File: config.mk
export PLATFORM = sky130hd
export DESIGN_NAME = array_table_search_delete_sort
export DESIGN_NICKNAME = d
export VERILOG_FILES = /design/src/hw/rtl/atsds_pkg.sv /design/src/hw/rtl/atsds_ram.sv /design/src/hw/rtl/atsds_dp.sv /design/src/hw/rtl/atsds_ctrl.sv /design/src/hw/rtl/array_table_search_delete_sort.sv
export VERILOG_INCLUDE_DIRS = /design/src /design/src/hw/rtl
export SDC_FILE = /design/constraint.sdc
export NUM_CORES = 1
export LEC_CHECK = 0
export BUFFER_PORTS_ARGS = -buffer_cell sky130_fd_sc_hd__clkbuf_2
export CORE_UTILIZATION = 56
export DETAILED_ROUTE_END_ITERATION = 8
export GPL_TIMING_DRIVEN = 0
export PLACE_DENSITY_LB_ADDON = 0.05
export SKIP_CTS_REPAIR_TIMING = 1
export SYNTH_ARGS = -nofsm -noshare
export SYNTH_HDL_FRONTEND = slang
export SYNTH_SLANG_ARGS = --single-unit
File: constraint.sdc
create_clock -name clk -period 4.6 [get_ports clk]
set_clock_uncertainty 0.15 [all_clocks]
set_input_delay 0.23 -clock clk [delete_from_list [all_inputs] [get_ports clk]]
set_output_delay 0.23 -clock clk [all_outputs]
set_load 0.01 [all_outputs]
File: src/hw/rtl/array_table_search_delete_sort_defines.svh
// Assertion macros for the table search, delete and sort RTL.
// Depends on nothing; included by the files that carry assertions.
`ifndef ARRAY_TABLE_SEARCH_DELETE_SORT_DEFINES_SVH
`define ARRAY_TABLE_SEARCH_DELETE_SORT_DEFINES_SVH

// condition that holds at every clock edge out of reset
`define ATSDS_ASSERT_ALWAYS(label, clk, rst_n, cond, msg) \
    label: assert property (@(posedge clk) disable iff (!rst_n) (cond)) else $error(msg);

// consequence that holds in the same cycle as its antecedent
`define ATSDS_ASSERT_IMPLIES(label, clk, rst_n, ante, cons, msg) \
    label: assert property (@(posedge clk) disable iff (!rst_n) (ante) |-> (cons)) \
        else $error(msg);

`endif

File: src/hw/rtl/atsds_pkg.sv
// Package for the table search, delete and sort block: opcodes, status codes,
// controller states and the command and status structs. Depends on nothing.
package atsds_pkg;

    localparam logic [2:0] OP_CLEAR   = 3'd0;
    localparam logic [2:0] OP_APPEND  = 3'd1;
    localparam logic [2:0] OP_SEARCH  = 3'd2;
    localparam logic [2:0] OP_DELETE  = 3'd3;
    localparam logic [2:0] OP_SORT    = 3'd4;
    localparam logic [2:0] OP_READOUT = 3'd5;

    localparam logic [1:0] ST_OK       = 2'd0;
    localparam logic [1:0] ST_NOTFOUND = 2'd1;
    localparam logic [1:0] ST_FULL     = 2'd2;
    localparam logic [1:0] ST_EMPTY    = 2'd3;

    localparam int WORD_W = 32;

    typedef logic signed [WORD_W-1:0] word_t;

    typedef enum logic [3:0] {
        S_IDLE,
        S_DECODE,
        S_SCAN_RD,
        S_SCAN_CMP,
        S_SHIFT_RD,
        S_SHIFT_WR,
        S_FINISH,
        S_PASS_START,
        S_PASS_LOAD,
        S_PASS_RD,
        S_PASS_CMP,
        S_PASS_END,
        S_READ_RD,
        S_READ_EMIT,
        S_EMIT
    } state_t;

    typedef enum logic [1:0] {CNT_HOLD, CNT_CLEAR, CNT_INC, CNT_DEC} count_op_t;
    typedef enum logic [1:0] {IDX_HOLD, IDX_ZERO, IDX_INC} idx_op_t;
    typedef enum logic [1:0] {HIT_HOLD, HIT_ZERO, HIT_SET} hit_op_t;
    typedef enum logic [1:0] {LIM_HOLD, LIM_INIT, LIM_DEC} limit_op_t;
    typedef enum logic [1:0] {RD_NONE, RD_IDX, RD_NEXT} rd_sel_t;
    typedef enum logic [2:0] {WR_NONE, WR_APPEND, WR_SHIFT, WR_SWAP, WR_CARRY} wr_sel_t;
    typedef enum logic [1:0] {CARRY_HOLD, CARRY_LOAD, CARRY_SWAP} carry_op_t;
    typedef enum logic [2:0] {
        PEND_HOLD, PEND_OK, PEND_FULL, PEND_APPEND, PEND_HIT, PEND_MISS, PEND_EMPTY
    } pend_op_t;
    typedef enum logic [1:0] {OUT_NONE, OUT_PEND, OUT_ENTRY} out_op_t;

    typedef struct packed {
        logic      capture;
        count_op_t count_op;
        idx_op_t   idx_op;
        hit_op_t   hit_op;
        limit_op_t limit_op;
        rd_sel_t   rd_sel;
        wr_sel_t   wr_sel;
        carry_op_t carry_op;
        pend_op_t  pend_op;
        out_op_t   out_op;
    } dp_cmd_t;

    typedef struct packed {
        logic [2:0] opcode;
        logic       count_zero;
        logic       count_full;
        logic       count_small;
        logic       match;
        logic       scan_last;
        logic       shift_more;
        logic       pass_last;
        logic       sort_final;
        logic       slot_free;
    } dp_sts_t;

endpackage

File: src/hw/rtl/atsds_ram.sv
// Generic single-write, single-read RAM with registered read data.
// Depends on nothing.
module atsds_ram #(
    parameter int WIDTH = 32,
    parameter int DEPTH = 16,
    localparam int AW = $clog2(DEPTH)
) (
    input  logic             clk,
    input  logic             wr_en,
    input  logic [AW-1:0]    wr_addr,
    input  logic [WIDTH-1:0] wr_data,
    input  logic             rd_en,
    input  logic [AW-1:0]    rd_addr,
    output logic [WIDTH-1:0] rd_data
);

    logic [WIDTH-1:0] mem [DEPTH];

    always_ff @(posedge clk)
    begin
        if (wr_en)
        begin
            mem[wr_addr] <= wr_data;
        end
        if (rd_en)
        begin
            rd_data <= mem[rd_addr];
        end
    end

endmodule

File: src/hw/rtl/atsds_dp.sv
// Datapath: entry RAM, fill count, scan index, bubble carry and result register.
// Depends on atsds_pkg, atsds_ram and the assertion macro header.
`include "array_table_search_delete_sort_defines.svh"

module atsds_dp #(
    parameter int TABLE_DEPTH = 16,
    localparam int CW = $clog2(TABLE_DEPTH + 1),
    localparam int AW = $clog2(TABLE_DEPTH)
) (
    input  logic                clk,
    input  logic                rst_n,
    input  logic [2:0]          opcode,
    input  atsds_pkg::word_t    operand_value,
    input  atsds_pkg::dp_cmd_t  cmd,
    output atsds_pkg::dp_sts_t  sts,
    output atsds_pkg::word_t    result_value,
    output logic [CW-1:0]       position,
    output logic [CW-1:0]       entry_count,
    output logic [1:0]          status,
    output logic                last_result,
    output logic                res_valid,
    input  logic                res_ready
);

    import atsds_pkg::*;

    logic [2:0]    opcode_reg;
    word_t         operand_reg;
    logic [CW-1:0] count_reg, count_next;
    logic [CW-1:0] idx_reg, idx_next;
    logic [CW-1:0] hit_reg, hit_next;
    logic [CW-1:0] limit_reg, limit_next;
    word_t         carry_reg, carry_next;
    logic [CW-1:0] pend_pos_reg, pend_pos_next;
    logic [1:0]    pend_status_reg, pend_status_next;

    word_t         result_value_reg, result_value_next;
    logic [CW-1:0] position_reg, position_next;
    logic [CW-1:0] entry_count_reg, entry_count_next;
    logic [1:0]    status_reg, status_next;
    logic          last_reg, last_next;
    logic          res_valid_reg, res_valid_next;

    logic [CW-1:0] idx_plus1;
    logic [CW-1:0] count_plus1;
    word_t         rd_data;
    logic          rd_en;
    logic [AW-1:0] rd_addr;
    logic          wr_en;
    logic [AW-1:0] wr_addr;
    word_t         wr_data;
    logic          greater;

    assign idx_plus1   = idx_reg + CW'(1);
    assign count_plus1 = count_reg + CW'(1);
    assign greater     = carry_reg > rd_data;

    atsds_ram #(
        .WIDTH(WORD_W),
        .DEPTH(TABLE_DEPTH)
    ) u_entry_ram (
        .clk     (clk),
        .wr_en   (wr_en),
        .wr_addr (wr_addr),
        .wr_data (wr_data),
        .rd_en   (rd_en),
        .rd_addr (rd_addr),
        .rd_data (rd_data)
    );

    assign rd_en   = (cmd.rd_sel != RD_NONE);
    assign rd_addr = (cmd.rd_sel == RD_NEXT) ? idx_plus1[AW-1:0] : idx_reg[AW-1:0];

    always_comb
    begin
        wr_en   = 1'b1;
        wr_addr = idx_reg[AW-1:0];
        wr_data = carry_reg;
        unique case (cmd.wr_sel)
            WR_NONE:   wr_en = 1'b0;
            WR_APPEND:
            begin
                wr_addr = count_reg[AW-1:0];
                wr_data = operand_reg;
            end
            WR_SHIFT:  wr_data = rd_data;
            WR_SWAP:   wr_data = greater ? rd_data : carry_reg;
            WR_CARRY:  wr_data = carry_reg;
            default:   wr_en = 1'b0;
        endcase
    end

    always_comb
    begin
        count_next       = count_reg;
        idx_next         = idx_reg;
        hit_next         = hit_reg;
        limit_next       = limit_reg;
        carry_next       = carry_reg;
        pend_pos_next    = pend_pos_reg;
        pend_status_next = pend_status_reg;

        unique case (cmd.count_op)
            CNT_CLEAR: count_next = '0;
            CNT_INC:   count_next = count_plus1;
            CNT_DEC:   count_next = count_reg - CW'(1);
            default:   count_next = count_reg;
        endcase

        unique case (cmd.idx_op)
            IDX_ZERO: idx_next = '0;
            IDX_INC:  idx_next = idx_plus1;
            default:  idx_next = idx_reg;
        endcase

        unique case (cmd.hit_op)
            HIT_ZERO: hit_next = '0;
            HIT_SET:  hit_next = idx_plus1;
            default:  hit_next = hit_reg;
        endcase

        unique case (cmd.limit_op)
            LIM_INIT: limit_next = count_reg - CW'(1);
            LIM_DEC:  limit_next = limit_reg - CW'(1);
            default:  limit_next = limit_reg;
        endcase

        unique case (cmd.carry_op)
            CARRY_LOAD: carry_next = rd_data;
            CARRY_SWAP: carry_next = greater ? carry_reg : rd_data;
            default:    carry_next = carry_reg;
        endcase

        unique case (cmd.pend_op)
            PEND_OK:
            begin
                pend_pos_next    = '0;
                pend_status_next = ST_OK;
            end
            PEND_FULL:
            begin
                pend_pos_next    = '0;
                pend_status_next = ST_FULL;
            end
            PEND_APPEND:
            begin
                pend_pos_next    = count_plus1;
                pend_status_next = ST_OK;
            end
            PEND_HIT:
            begin
                pend_pos_next    = hit_reg;
                pend_status_next = (hit_reg == '0) ? ST_NOTFOUND : ST_OK;
            end
            PEND_MISS:
            begin
                pend_pos_next    = '0;
                pend_status_next = ST_NOTFOUND;
            end
            PEND_EMPTY:
            begin
                pend_pos_next    = '0;
                pend_status_next = ST_EMPTY;
            end
            default:
            begin
                pend_pos_next    = pend_pos_reg;
                pend_status_next = pend_status_reg;
            end
        endcase
    end

    always_comb
    begin
        result_value_next = result_value_reg;
        position_next     = position_reg;
        entry_count_next  = entry_count_reg;
        status_next       = status_reg;
        last_next         = last_reg;
        res_valid_next    = res_valid_reg && !res_ready;
        unique case (cmd.out_op)
            OUT_PEND:
            begin
                result_value_next = (pend_status_reg == ST_EMPTY) ? '0 : operand_reg;
                position_next     = pend_pos_reg;
                entry_count_next  = count_reg;
                status_next       = pend_status_reg;
                last_next         = 1'b1;
                res_valid_next    = 1'b1;
            end
            OUT_ENTRY:
            begin
                result_value_next = rd_data;
                position_next     = idx_plus1;
                entry_count_next  = count_reg;
                status_next       = ST_OK;
                last_next         = (idx_plus1 == count_reg);
                res_valid_next    = 1'b1;
            end
            default:
            begin
                result_value_next = result_value_reg;
            end
        endcase
    end

    always_ff @(posedge clk or negedge rst_n)
    begin
        if (!rst_n)
        begin
            count_reg       <= '0;
            idx_reg         <= '0;
            hit_reg         <= '0;
            limit_reg       <= '0;
            pend_status_reg <= ST_OK;
            res_valid_reg   <= 1'b0;
        end
        else
        begin
            count_reg       <= count_next;
            idx_reg         <= idx_next;
            hit_reg         <= hit_next;
            limit_reg       <= limit_next;
            pend_status_reg <= pend_status_next;
            res_valid_reg   <= res_valid_next;
        end
    end

    always_ff @(posedge clk)
    begin
        if (cmd.capture)
        begin
            opcode_reg  <= opcode;
            operand_reg <= operand_value;
        end
        carry_reg        <= carry_next;
        pend_pos_reg     <= pend_pos_next;
        result_value_reg <= result_value_next;
        position_reg     <= position_next;
        entry_count_reg  <= entry_count_next;
        status_reg       <= status_next;
        last_reg         <= last_next;
    end

    assign sts.opcode      = opcode_reg;
    assign sts.count_zero  = (count_reg == '0);
    assign sts.count_full  = (count_reg == CW'(TABLE_DEPTH));
    assign sts.count_small = (count_reg < CW'(2));
    assign sts.match       = (rd_data == operand_reg);
    assign sts.scan_last   = (idx_plus1 == count_reg);
    assign sts.shift_more  = (idx_plus1 < count_reg);
    assign sts.pass_last   = (idx_plus1 == limit_reg);
    assign sts.sort_final  = (limit_reg == CW'(1));
    assign sts.slot_free   = !res_valid_reg || res_ready;

    assign result_value = result_value_reg;
    assign position     = position_reg;
    assign entry_count  = entry_count_reg;
    assign status       = status_reg;
    assign last_result  = last_reg;
    assign res_valid    = res_valid_reg;

    `ATSDS_ASSERT_ALWAYS(a_count_range, clk, rst_n, count_reg <= CW'(TABLE_DEPTH), "fill count beyond depth")
    `ATSDS_ASSERT_IMPLIES(a_append_room, clk, rst_n, cmd.count_op == CNT_INC, count_reg < CW'(TABLE_DEPTH), "append into a full table")
    `ATSDS_ASSERT_IMPLIES(a_write_inside, clk, rst_n, cmd.wr_sel == WR_SHIFT || cmd.wr_sel == WR_SWAP || cmd.wr_sel == WR_CARRY, idx_reg < count_reg, "entry write beyond fill count")
    `ATSDS_ASSERT_IMPLIES(a_slot_free, clk, rst_n, cmd.out_op != OUT_NONE, !res_valid_reg || res_ready, "result overwritten before it was taken")

endmodule

File: src/hw/rtl/atsds_ctrl.sv
// Controller state machine: sequences clear, append, scan, shift, bubble passes
// and readout over the datapath. Depends on atsds_pkg.
module atsds_ctrl (
    input  logic               clk,
    input  logic               rst_n,
    input  logic               op_valid,
    output logic               op_ready,
    input  atsds_pkg::dp_sts_t sts,
    output atsds_pkg::dp_cmd_t cmd
);

    import atsds_pkg::*;

    state_t state_reg, state_next;

    always_ff @(posedge clk or negedge rst_n)
    begin
        if (!rst_n)
        begin
            state_reg <= S_IDLE;
        end
        else
        begin
            state_reg <= state_next;
        end
    end

    always_comb
    begin
        state_next = state_reg;
        unique case (state_reg)
            S_IDLE:
            begin
                if (op_valid)
                begin
                    state_next = S_DECODE;
                end
            end
            S_DECODE:
            begin
                unique case (sts.opcode)
                    OP_CLEAR:   state_next = S_EMIT;
                    OP_APPEND:  state_next = S_EMIT;
                    OP_SEARCH:  state_next = sts.count_zero ? S_EMIT : S_SCAN_RD;
                    OP_DELETE:  state_next = sts.count_zero ? S_EMIT : S_SCAN_RD;
                    OP_SORT:    state_next = sts.count_small ? S_EMIT : S_PASS_START;
                    OP_READOUT: state_next = sts.count_zero ? S_EMIT : S_READ_RD;
                    default:    state_next = S_IDLE;
                endcase
            end
            S_SCAN_RD:    state_next = S_SCAN_CMP;
            S_SCAN_CMP:
            begin
                priority if (sts.opcode == OP_DELETE && sts.match)
                begin
                    state_next = S_SHIFT_RD;
                end
                else if (sts.scan_last)
                begin
                    state_next = S_FINISH;
                end
                else
                begin
                    state_next = S_SCAN_RD;
                end
            end
            S_SHIFT_RD:   state_next = sts.shift_more ? S_SHIFT_WR : S_FINISH;
            S_SHIFT_WR:   state_next = S_SHIFT_RD;
            S_FINISH:     state_next = S_EMIT;
            S_PASS_START: state_next = S_PASS_LOAD;
            S_PASS_LOAD:  state_next = S_PASS_RD;
            S_PASS_RD:    state_next = S_PASS_CMP;
            S_PASS_CMP:   state_next = sts.pass_last ? S_PASS_END : S_PASS_RD;
            S_PASS_END:   state_next = sts.sort_final ? S_EMIT : S_PASS_START;
            S_READ_RD:    state_next = S_READ_EMIT;
            S_READ_EMIT:
            begin
                if (sts.slot_free)
                begin
                    state_next = sts.scan_last ? S_IDLE : S_READ_RD;
                end
            end
            S_EMIT:
            begin
                if (sts.slot_free)
                begin
                    state_next = S_IDLE;
                end
            end
            default:      state_next = S_IDLE;
        endcase
    end

    always_comb
    begin
        op_ready     = (state_reg == S_IDLE);
        cmd.capture  = 1'b0;
        cmd.count_op = CNT_HOLD;
        cmd.idx_op   = IDX_HOLD;
        cmd.hit_op   = HIT_HOLD;
        cmd.limit_op = LIM_HOLD;
        cmd.rd_sel   = RD_NONE;
        cmd.wr_sel   = WR_NONE;
        cmd.carry_op = CARRY_HOLD;
        cmd.pend_op  = PEND_HOLD;
        cmd.out_op   = OUT_NONE;
        unique case (state_reg)
            S_IDLE:
            begin
                cmd.capture = op_valid;
            end
            S_DECODE:
            begin
                unique case (sts.opcode)
                    OP_CLEAR:
                    begin
                        cmd.count_op = CNT_CLEAR;
                        cmd.pend_op  = PEND_OK;
                    end
                    OP_APPEND:
                    begin
                        if (sts.count_full)
                        begin
                            cmd.pend_op = PEND_FULL;
                        end
                        else
                        begin
                            cmd.wr_sel   = WR_APPEND;
                            cmd.count_op = CNT_INC;
                            cmd.pend_op  = PEND_APPEND;
                        end
                    end
                    OP_SEARCH, OP_DELETE:
                    begin
                        cmd.idx_op = IDX_ZERO;
                        cmd.hit_op = HIT_ZERO;
                        if (sts.count_zero)
                        begin
                            cmd.pend_op = PEND_MISS;
                        end
                    end
                    OP_SORT:
                    begin
                        cmd.idx_op   = IDX_ZERO;
                        cmd.limit_op = LIM_INIT;
                        if (sts.count_small)
                        begin
                            cmd.pend_op = PEND_OK;
                        end
                    end
                    OP_READOUT:
                    begin
                        cmd.idx_op = IDX_ZERO;
                        if (sts.count_zero)
                        begin
                            cmd.pend_op = PEND_EMPTY;
                        end
                    end
                    default:
                    begin
                        cmd.pend_op = PEND_HOLD;
                    end
                endcase
            end
            S_SCAN_RD:
            begin
                cmd.rd_sel = RD_IDX;
            end
            S_SCAN_CMP:
            begin
                if (sts.match)
                begin
                    cmd.hit_op = HIT_SET;
                end
                if (!(sts.opcode == OP_DELETE && sts.match) && !sts.scan_last)
                begin
                    cmd.idx_op = IDX_INC;
                end
            end
            S_SHIFT_RD:
            begin
                if (sts.shift_more)
                begin
                    cmd.rd_sel = RD_NEXT;
                end
                else
                begin
                    cmd.count_op = CNT_DEC;
                end
            end
            S_SHIFT_WR:
            begin
                cmd.wr_sel = WR_SHIFT;
                cmd.idx_op = IDX_INC;
            end
            S_FINISH:
            begin
                cmd.pend_op = PEND_HIT;
            end
            S_PASS_START:
            begin
                cmd.rd_sel = RD_IDX;
            end
            S_PASS_LOAD:
            begin
                cmd.carry_op = CARRY_LOAD;
            end
            S_PASS_RD:
            begin
                cmd.rd_sel = RD_NEXT;
            end
            S_PASS_CMP:
            begin
                cmd.wr_sel   = WR_SWAP;
                cmd.carry_op = CARRY_SWAP;
                cmd.idx_op   = IDX_INC;
            end
            S_PASS_END:
            begin
                cmd.wr_sel   = WR_CARRY;
                cmd.limit_op = LIM_DEC;
                cmd.idx_op   = IDX_ZERO;
                if (sts.sort_final)
                begin
                    cmd.pend_op = PEND_OK;
                end
            end
            S_READ_RD:
            begin
                cmd.rd_sel = RD_IDX;
            end
            S_READ_EMIT:
            begin
                if (sts.slot_free)
                begin
                    cmd.out_op = OUT_ENTRY;
                    if (!sts.scan_last)
                    begin
                        cmd.idx_op = IDX_INC;
                    end
                end
            end
            S_EMIT:
            begin
                if (sts.slot_free)
                begin
                    cmd.out_op = OUT_PEND;
                end
            end
            default:
            begin
                cmd.out_op = OUT_NONE;
            end
        endcase
    end

endmodule

File: src/hw/rtl/array_table_search_delete_sort.sv
// Table of signed 32-bit words with a fill count: clear, append, search for the
// last match, delete the first match with shift-down, bubble sort and readout.
// Depends on atsds_pkg, atsds_ctrl and atsds_dp.
//
// One operation is taken at a time; the next is accepted once the controller
// is back in idle, even while the final result still waits in the output
// register. All entry traffic goes through one RAM with one read and one write
// port and a registered read, so each entry visited takes a read state followed
// by a compare, shift-write or emit state. With n entries stored, delete of the
// entry at position k scans to k, then shifts the rest down; sort runs n - 1
// bubble passes; readout gives one result per entry while the consumer keeps
// taking them and waits while it stalls. Undefined opcodes are dropped without
// a result. The entry RAM needs no initialisation: only entries below the fill
// count are ever read.
module array_table_search_delete_sort #(
    parameter int TABLE_DEPTH = 16,
    localparam int CW = $clog2(TABLE_DEPTH + 1)
) (
    input  logic             clk,
    input  logic             rst_n,
    input  logic             op_valid,
    output logic             op_ready,
    input  logic [2:0]       opcode,
    input  atsds_pkg::word_t operand_value,
    output logic             res_valid,
    input  logic             res_ready,
    output atsds_pkg::word_t result_value,
    output logic [CW-1:0]    position,
    output logic [CW-1:0]    entry_count,
    output logic [1:0]       status,
    output logic             last_result
);

    import atsds_pkg::*;

    dp_cmd_t cmd;
    dp_sts_t sts;

    atsds_ctrl u_ctrl (
        .clk      (clk),
        .rst_n    (rst_n),
        .op_valid (op_valid),
        .op_ready (op_ready),
        .sts      (sts),
        .cmd      (cmd)
    );

    atsds_dp #(
        .TABLE_DEPTH(TABLE_DEPTH)
    ) u_dp (
        .clk           (clk),
        .rst_n         (rst_n),
        .opcode        (opcode),
        .operand_value (operand_value),
        .cmd           (cmd),
        .sts           (sts),
        .result_value  (result_value),
        .position      (position),
        .entry_count   (entry_count),
        .status        (status),
        .last_result   (last_result),
        .res_valid     (res_valid),
        .res_ready     (res_ready)
    );

endmodule

Yosys cells after proc, flatten, opt, wreduce, memory -nomap -nowiden
Memory sizes are Yosys's and may differ from the RTL's. A register that Yosys moved wholly into a read port is not among the register bits.
Index checks and enable logic that the tools add are counted.
{ "word_totals": {"register_bits": 144, "ram_bits": 512, "out_inout_bits": 47, "word_cells": 176, "mem_count": 1} }
{ "memory_table": {"columns": ["memory", "depth", "word_bits", "rd", "rd_clocked_by_memory_dff", "wr", "line", "rtl"], "rows": [
  ["u_dp.u_entry_ram.mem", 16, 32, 1, 1, 1, "atsds_ram.sv:17", "logic [WIDTH-1:0] mem [DEPTH];"]
]} }
{ "op_classes": {"add_sub_neg": 4, "n_lt_le_gt_ge": 3, "eq_ne": 53, "mux": 67, "reduce_logical": 32} }
{ "ops": {"columns": ["cell", "count"], "rows": [
  ["$pmux 32 s2", 2],
  ["$mux 32", 3],
  ["$pmux 32 s3", 1],
  ["$pmux 4 s15", 1],
  ["$mux 4", 10],
  ["$pmux 5 s2", 4],
  ["$eq 32x32->1", 1],
  ["$gt 32x32->1", 1],
  ["$pmux 5 s3", 2],
  ["$eq 4x4->1 const B", 7],
  ["$pmux 2 s2", 7],
  ["$mux 2", 11],
  ["$pmux 2 s5", 2],
  ["$eq 2x2->1 const B", 9],
  ["$eq 3x2->1 const B", 6],
  ["$eq 3x3->1 const B", 6],
  ["$eq 4x3->1 const B", 4],
  ["$pmux 4 s4", 1],
  ["$pmux 3 s5", 1],
  ["$mux 1", 14],
  ["$eq 2x1->1 const B", 6],
  ["$mux 3", 4],
  ["$pmux 3 s4", 1],
  ["$reduce_bool 2->1", 6],
  ["other kinds (27)", 49]
]} }

Logic depth before layout (Yosys ltp)
Gate-level depths: netlist of the first run.
{ "depth": {"ltp_word": 9, "ltp_mapped": 16, "mapped_depth_nobuf": 13} }

Cells and area by module
From an unflattened synthesis of the first run, not the netlist that was laid out.
{ "hier_totals": {"cells_unflattened": 1917, "hier_area_um2": 29993.8} }
{ "by_module_without_submodules": {"columns": ["mod", "instances", "cells_per_inst", "area_each_um2", "seq_area_each_um2"], "rows": [
  ["atsds_ram", 1, 838, 20155.6, 16335.7],
  ["atsds_dp", 1, 972, 9127.5, 4088.9],
  ["atsds_ctrl", 1, 107, 710.7, 100.1]
]} }

Worst setup path before layout of the first run
Ideal clock, no wire load.
{ "synth_timing": {"path_kind": "register to register", "from": "register u_dp.u_entry_ram.rd_data[19] (read register of u_dp.u_entry_ram.mem)", "to": "register u_dp.carry_reg[0], enable pin", "setup_ps": 461, "t_arrival_ps": 3809, "t_required_ps": 3989, "path_slack_ps": 180, "stages_incl_launch_ff": 10, "synth_period_minus_slack_ps": 4420, "path_cell_list": "edfxtp_1 inv_1 ha_1 a21oi_1 o21ai_0 a221oi_1 nand3_1 mux2i_1 nor2_1 nor3_1"} }
{ "synth_via": {"elab_chain_len": 3} }
{ "synth_lines": {"columns": ["item", "line", "rtl"], "rows": [
  ["from (decl)", "atsds_ram.sv:14", "output logic [WIDTH-1:0] rd_data"],
  ["$gt 32x32->1", "atsds_dp.sv:56", "assign greater = carry_reg > rd_data;"],
  ["$ne 2x2->1 (no source line)", null, null],
  ["$reduce_and 2->1 (no source line)", null, null],
  ["to (signal assigned)", "atsds_dp.sv:236", "carry_reg <= carry_next;"],
  ["to (decl)", "atsds_dp.sv:33", "word_t carry_reg, carry_next;"]
]} }
No other way between the ends.
A chain may end at the register's enable or synchronous reset.

Worst setup path after layout of the first run
{ "layout_timing": {"from": "register u_dp.idx_reg[0]", "to": "register u_dp.u_entry_ram.rd_data[7] (read register of u_dp.u_entry_ram.mem) (data pin)"} }
{ "layout_via": {"elab_chain_len": 6, "elab_cells_between_ends": 7} }
{ "layout_lines": {"columns": ["item", "line", "rtl"], "rows": [
  ["from (decl)", "atsds_dp.sv:30", "logic [CW-1:0] idx_reg, idx_next;"],
  ["from (signal assigned)", "atsds_dp.sv:221", "idx_reg <= idx_next;"],
  ["$add 5x1->5", "atsds_dp.sv:54", "assign idx_plus1 = idx_reg + CW'(1);"],
  ["$lt 5x5->1", "atsds_dp.sv:251", "assign sts.shift_more = (idx_plus1 < count_reg);"],
  ["$mux 2", "atsds_ctrl.sv:182", "if (sts.shift_more)"],
  ["$pmux 2 s3", "atsds_ctrl.sv:107", "unique case (state_reg)"],
  ["$eq 2x2->1", "atsds_dp.sv:72", "assign rd_addr = (cmd.rd_sel == RD_NEXT) ? idx_plus1[AW-1:0] : idx_reg[AW-1:0];"],
  ["$mux 4", "atsds_dp.sv:72", null]
]} }
Several ways; a longest one is shown, not always the timed one.

==> flow_metrics.tcl, run 1 <==
set metrics [dict create \
    run_status "finished clean" \
    cp_slowest_cell "sky130_fd_sc_hd__dfrtp_2" \
    reg2reg_slack_ns 0.13 \
    finalHoldViolations 0 \
    synth.area.top_cells "sky130_fd_sc_hd__edfxtp_1, sky130_fd_sc_hd__ha_1, sky130_fd_sc_hd__dfrtp_1" \
    hold_path.class "primary input to async pin" \
    largest_net_degree_at_the_start_of_global_routing 46 \
    regMostFlops "u_dp.u_entry_ram.mem" \
    mostFrequentLayoutCells "sky130_fd_sc_hd__edfxtp_1, sky130_fd_sc_hd__clkbuf_2, sky130_fd_sc_hd__o22ai_1" \
    drc 0 \
    wire_per_inst_um 25.8 \
    number_of_fillers_in_the_final_layout 3384 \
    postSynth.asyncResetShare 0.0392 \
    post_drt_via_cell_ratio 6.30 \
    max_slew_margin 0.144 \
    post-synth-top-area-fraction 0.709 \
    synth_largest_area_cell "sky130_fd_sc_hd__edfxtp_1" \
    die_area_um2 50900 \
    finalCriticalPeriod_ns 4.47 \
    drt-total-wl_um 70700 \
    mappedNetlistArea_um2 28000 \
    syn-instance-count 1790 \
    ir_drop_v 0.000463 \
    numClockSinks 688 \
    dp_worst_setup_slack_ns -0.898 \
    critical_path.reg2reg.startpoint "u_dp.idx_reg[0]" \
    final.hold.worst_slack_ns 0.111 \
    worst-r2r-cell-count 16 \
    detailroute.via_count 17250 \
    finalCoreUtilization 0.668 \
    clkLatencyLatePin_ns 0.61 \
    cts_made_buffers 71 \
    crit_chain "clkbuf_2 > and2_2 > nand2_2 > xnor2_4 > inv_1 > ha_1 > and3_1 > o21ai_2 > a31oi_4 > buf_8 > mux2_4 > buf_4 > a22oi_1 > a21oi_1 > a31oi_1 > o211ai_1" \
    postSynth.topFlopCell "sky130_fd_sc_hd__edfxtp_1" \
    cts-root-buf "sky130_fd_sc_hd__clkbuf_16" \
    path_class "flop to flop" \
    max_cap_viol_count 0 \
    globalRouteOverflowTotal 0 \
    dp.final_hpwl_um 47900 \
    placeable_core_region_um2 49200 \
    setup-tns-final_ns 0 \
    cp_data_arrival_time_ns 4.62 \
    power_leakage_nw 11.2 \
    die-width_um 226 \
    area_growth_syn_to_layout_pct 17.3 \
    tritoncts "done" \
    number_of_antenna_violations_at_the_first_check_in_global_routing 3 \
    final_common_cell "sky130_fd_sc_hd__edfxtp_1" \
    dieHeight_um 226 \
    drive_gt1_frac 0.169 \
    ys.warnings.count 0 \
    initial_utilization 0.570 \
    critPathMaxStageDelay_ns 0.42 \
    n_antenna_cell 0 \
    design.portCount 86 \
    avgSynthCellArea_um2 15.6 \
    maxClockFrequency_mhz 224 \
    cp-start-kind "flop" \
    total_power_mw 22.7 \
    critical_path.endpoint_type "flop" \
    rsz0062_at_grt "true" \
    cts-root-to-sink-buffers 3 \
    placement.io_buffers 85 \
    number_of_global_route_vias_before_repair 16353 \
    postSynthNetCount 1884 \
    layout.nets 2112 \
    power-per-cell-area_nw_per_um2 690 \
    synth_edf_count 661 \
    drt-initial-drc-count 2115 \
    cts_max_level 3 \
    synth_cell_types 68 \
    largest_register_ffs 512 \
    grt_pass1_wl_um 103000 \
    finalWorstSetupSlack_ns 0.131 \
    clk_transition_reported_paths_ns 0.06 \
    grtUsageTotal 0.279 \
    timing.critical_path.required_ns 4.75 \
    ys_seq_area_frac 0.733 \
    ant_nets 0 \
    drt_first_pass_iters 5 \
    reg2reg_to "u_dp.u_entry_ram.rd_data[7]" \
    ys_seq_elements 688 \
    setup_viol 0 \
    crit_path_max_fanout 10 \
    rows 81 \
    gp_routability_congestion 0.909 \
    final.period_utilization 0.971 \
    slew_violations 0 \
    worstMarginPinSlew_ns 1.27 \
]
==> layout make-up <==
type,count,area [µm²],share of cell area
sequential,688,20500,0.625
multi-input combinational,938,7160,0.218
clock buffer,90,1910,0.0582
timing repair buffer,156,1330,0.0405
tap,664,831,0.0253
buffer,101,500,0.0152
clock inverter,39,348,0.0106
inverter,62,233,0.00709
==> synth_stat cells (all sizes together), types with 35 or more instances <==
| library cell | number |
|---|---|
| edfxtp | 661 |
| o22ai | 97 |
| a21oi | 75 |
| o22a | 66 |
| a22o | 65 |
| a22oi | 64 |
| inv | 62 |
| clkbuf | 56 |
| ha | 55 |
| nand2 | 54 |
| nor2 | 53 |
| buf | 47 |
| a31oi | 38 |
| a21o | 37 |
| xor2 | 36 |
| or3 | 35 |
==> per-stage QoR <==
stage / std cells / area, µm²
floorplan: 1790 / 28000
global placement: 2539 / 29300
detailed placement: 2558 / 29800
CTS: 2687 / 32000
global route: 2738 / 32800
finish: 2738 / 32800
==> worst max path at each step <==
stage / startpoint / endpoint / slack (ns)
CTS: u_dp.idx_reg[0] / u_dp.u_entry_ram.rd_data[28] / -0.93
global placement: u_dp.count_reg[1] / u_dp.u_entry_ram.mem[12][19] / -2.12
global route: u_dp.idx_reg[0] / u_dp.u_entry_ram.rd_data[28] / -0.03
floorplan: u_dp.u_entry_ram.rd_data[19] / u_dp.carry_reg[0] / 0.18
detailed placement: u_dp.idx_reg[0] / u_dp.u_entry_ram.rd_data[28] / -0.90
finish: u_dp.idx_reg[0] / u_dp.u_entry_ram.rd_data[7] / 0.13
==> cell families (layout without fill, tap and decap cells) <==
family / after synthesis / after routing / synth area share
flip-flops: 688 / 688 / 0.733
AO/OA/AOI/OAI: 567 / 568 / 0.147
AND/OR/NAND/NOR: 242 / 242 / 0.0453
buffers and inverters: 165 / 448 / 0.0247
adder cells (fa/ha/maj): 55 / 55 / 0.0246
XOR/XNOR: 47 / 47 / 0.0147
multiplexers: 26 / 26 / 0.0112
==> where the power goes <==
part / total, mW / internal, mW / switching (mW)
clock network: 5.62 / 3.28 / 2.33
logic: 7.91 / 2.61 / 5.30
registers: 9.14 / 8.61 / 0.524
==> per-layer routing <==
metal | GRT usage | share of wire | routed length (µm) | up-vias
met5 | 0 | 0 | 0 | -
met4 | 0.0895 | 0.026 | 1830 | 0
met3 | 0.0604 | 0.092 | 6520 | 104
met2 | 0.415 | 0.45 | 31700 | 794
met1 | 0.410 | 0.43 | 30600 | 8635
li1 | - | - | - | 7717
==> worst max-delay path, delay by kind of cell (launching register included) <==
kind	cells	cell delay, ns
buf+inv	4	0.72
fa+ha+maj	1	0.29
flops	1	0.42
simple gates	3	0.64
mux	1	0.40
xor+xnor	1	0.24
compound gates	6	1.29
Note: power is estimated with default switching activity, not from simulation.
==> run 2: changes to the inputs <==
- ABC_AREA: unset -> 1
- CORE_UTILIZATION: 56 -> 57
==> flow_metrics.tcl, run 2 <==
set metrics [dict create \
    run_status "finished clean" \
    fin_cells 4226 \
    combinational_family_with_the_most_area_after_synthesis "simple AND/OR/NAND/NOR gates" \
    largest_register_ffs 512 \
    finalCriticalPeriod_ns 4.26 \
    largest_net_degree_at_the_start_of_global_routing 46 \
    mappedNetlistArea_um2 32500 \
    power-per-cell-area_nw_per_um2 342 \
    placement.io_buffers 85 \
    yosys.area_share.simple 0.205 \
    postSynthNetCount 3283 \
    cts_made_buffers 75 \
    gp_routability_congestion 0.948 \
    avgSynthCellArea_um2 10.2 \
    synthXorXnorAreaFrac 0.00296 \
    final_common_cell "sky130_fd_sc_hd__nand2_1" \
    post-synth-top-area-fraction 0.610 \
    synth_compound_area_frac 0.0381 \
    swShare 0.200 \
    ys_seq_elements 688 \
    synth_edf_count 661 \
    grtUsageTotal 0.325 \
    slew_violations 0 \
    ys.warnings.count 0 \
    synthAdderAreaFrac 0.0212 \
    globalRouteOverflowTotal 0 \
    ys_seq_area_frac 0.631 \
    cts_max_level 3 \
    grt_pass1_wl_um 137000 \
    numClockSinks 688 \
    regMostFlops "u_dp.u_entry_ram.mem" \
    cts-root-buf "sky130_fd_sc_hd__clkbuf_16" \
    max_cap_viol_count 0 \
    syn-instance-count 3189 \
    placeable_core_region_um2 56400 \
    synth_commonest_cells "sky130_fd_sc_hd__nand2_1, sky130_fd_sc_hd__edfxtp_1, sky130_fd_sc_hd__inv_1" \
    postSynth.topFlopCell "sky130_fd_sc_hd__edfxtp_1" \
    detailroute.via_count 23813 \
    dieHeight_um 241 \
    clkLatencyLatePin_ns 0.65 \
    crit_chain "inv_1 > ha_1 > nand2_1 > nor2_1 > nand4_1 > nor2_1 > nand2_1 > nand3_1 > nand3_1 > buf_2 > nand2_1 > nand3_1 > a21oi_1" \
    drt_first_pass_iters 6 \
    mostFrequentLayoutCells "sky130_fd_sc_hd__nand2_1, sky130_fd_sc_hd__edfxtp_1, sky130_fd_sc_hd__inv_1" \
    synth_cell_types 49 \
    worstMarginPinSlew_ns 1.25 \
    critical_path.reg2reg.startpoint "u_dp.u_entry_ram.rd_data[22]" \
    dp_worst_setup_slack_ns 0.146 \
    path_class "flop to flop" \
    crit_path_max_fanout 16 \
    maxClockFrequency_mhz 235 \
    synth_most_common_cell "sky130_fd_sc_hd__nand2_1" \
    number_of_global_route_vias_before_repair 22740 \
    tritoncts "done" \
    total_power_mw 12.8 \
    drc 0 \
    final.period_utilization 0.926 \
    layout.nets 3506 \
    total_switching_power_mw 2.56 \
    post-place-cells 4053 \
    post_synth_mux_area_share 0 \
    finalWorstSetupSlack_ns 0.339 \
    power_leakage_nw 16.0 \
    synth_largest_area_cell "sky130_fd_sc_hd__edfxtp_1" \
    rsz0062_at_grt "false" \
    synth.area.top_cells "sky130_fd_sc_hd__edfxtp_1, sky130_fd_sc_hd__nand3_1, sky130_fd_sc_hd__nand2_1" \
    ir_drop_v 0.000376 \
    clk_transition_reported_paths_ns 0.06 \
    die_area_um2 58000 \
    post-route-cell-area_um2 37400 \
    share_comb_of_total_power 0.004 \
    design.portCount 86 \
    postSynth.asyncResetShare 0.0392 \
    setup_viol 0 \
    timing.critical_path.required_ns 4.71 \
    n_antenna_cell 0 \
    critical_path_buf_inv_count 2 \
    drt-initial-drc-count 2612 \
    p_int_mw 10.2 \
    power.share.clock 0.468 \
    cp_data_arrival_time_ns 4.37 \
    max_slew_margin 0.168 \
    post_drt_via_cell_ratio 5.63 \
    dp.final_hpwl_um 66600 \
    final.hold.worst_slack_ns 0.0547 \
    wire_per_inst_um 22.2 \
    seq_power_share 0.528 \
    initial_utilization 0.577 \
    number_of_antenna_violations_at_the_first_check_in_global_routing 2 \
    finalHoldViolations 0 \
    timing.critical_path.max_delay_family "simple AND/OR/NAND/NOR gates" \
    rows 87 \
    ant_nets 0 \
    cp-start-kind "flop" \
    hold_path.class "primary input to async pin" \
    critPathMaxStageDelay_ns 0.97 \
    critical_path.endpoint_type "flop" \
    drt-total-wl_um 93800 \
    drive_gt1_frac 0.128 \
    die-width_um 241 \
    startpoint "u_dp.u_entry_ram.rd_data[22]" \
    area_growth_syn_to_layout_pct 15.1 \
    cts-root-to-sink-buffers 3 \
    placed_instance_area_um2 34600 \
    cp_slowest_cell "sky130_fd_sc_hd__a21oi_1" \
]
-- run 2: final timing paths --
kind	end	slack, ns	cells past startpoint
min in group clk	u_dp.opcode_reg[2]	0.16	2
max in group asynchronous	u_dp.idx_reg[0]	3.75	2
worst max-delay path	u_dp.u_entry_ram.mem[4][30]	0.34	13
worst min register to register	u_dp.entry_count[3]	0.31	0
worst min-delay path	u_dp.res_valid	0.05	2
worst max register to register	u_dp.u_entry_ram.mem[4][30]	0.34	13
-- run 2: final cells by class --
type	count	area (µm²)
multi-input cells	1728	8930
plain buffers	147	977
repair buffers	146	1260
well taps	756	946
flip-flops and latches	688	20500
inverters	626	2350
clock inverters	40	473
clock buffers	95	1980
fillers	4288	18900
-- run 2: cell families after synthesis --
logic type,Yosys count
compound gates,191
xor+xnor,11
fa+ha+maj,55
simple gates,1471
buf+inv,773
flops,688
-- run 2: metal layers --
| metal | up-vias | track usage | wire length [µm] | share of wire |
|---|---|---|---|---|
| met5 | - | 0 | 15 | 0.00016 |
| met4 | 2 | 0.165 | 4340 | 0.046 |
| met3 | 236 | 0.0555 | 8310 | 0.089 |
| met2 | 1151 | 0.522 | 43900 | 0.47 |
| met1 | 11382 | 0.427 | 37200 | 0.40 |
| li1 | 11042 | - | - | - |
-- run 2: power by group through the flow --
stage | sequential (mW) | clock (mW) | combinational (mW)
6_report | 6.77 | 5.99 | 0.0490
5_1_grt | 6.76 | 6.26 | 0.0538
4_1_cts | 6.77 | 6.04 | 0.0241
3_5_place_dp | 6.90 | 0 | 0.0233
3_3_place_gp | 6.90 | 0 | 0.0217
2_1_floorplan | 6.90 | 0 | 0.000271
-- run 2: metrics by stage --
stage / utilization / TNS (ns)
after global routing: 0.664 / 0
after global placement: 0.601 / -553.85
after detailed placement: 0.613 / 0
after floorplan: - / 0
after CTS: 0.656 / 0
final: 0.664 / 0
-- run 2: worst reg2reg max path: cells and delay by family (launching register included) --
kind,cells,cell delay (ns)
AOI/OAI and AO/OA,1,0.97
adders and majority gates,1,0.30
buffers and inverters,2,0.51
DFF,1,0.47
and+or+nand+nor,9,1.48
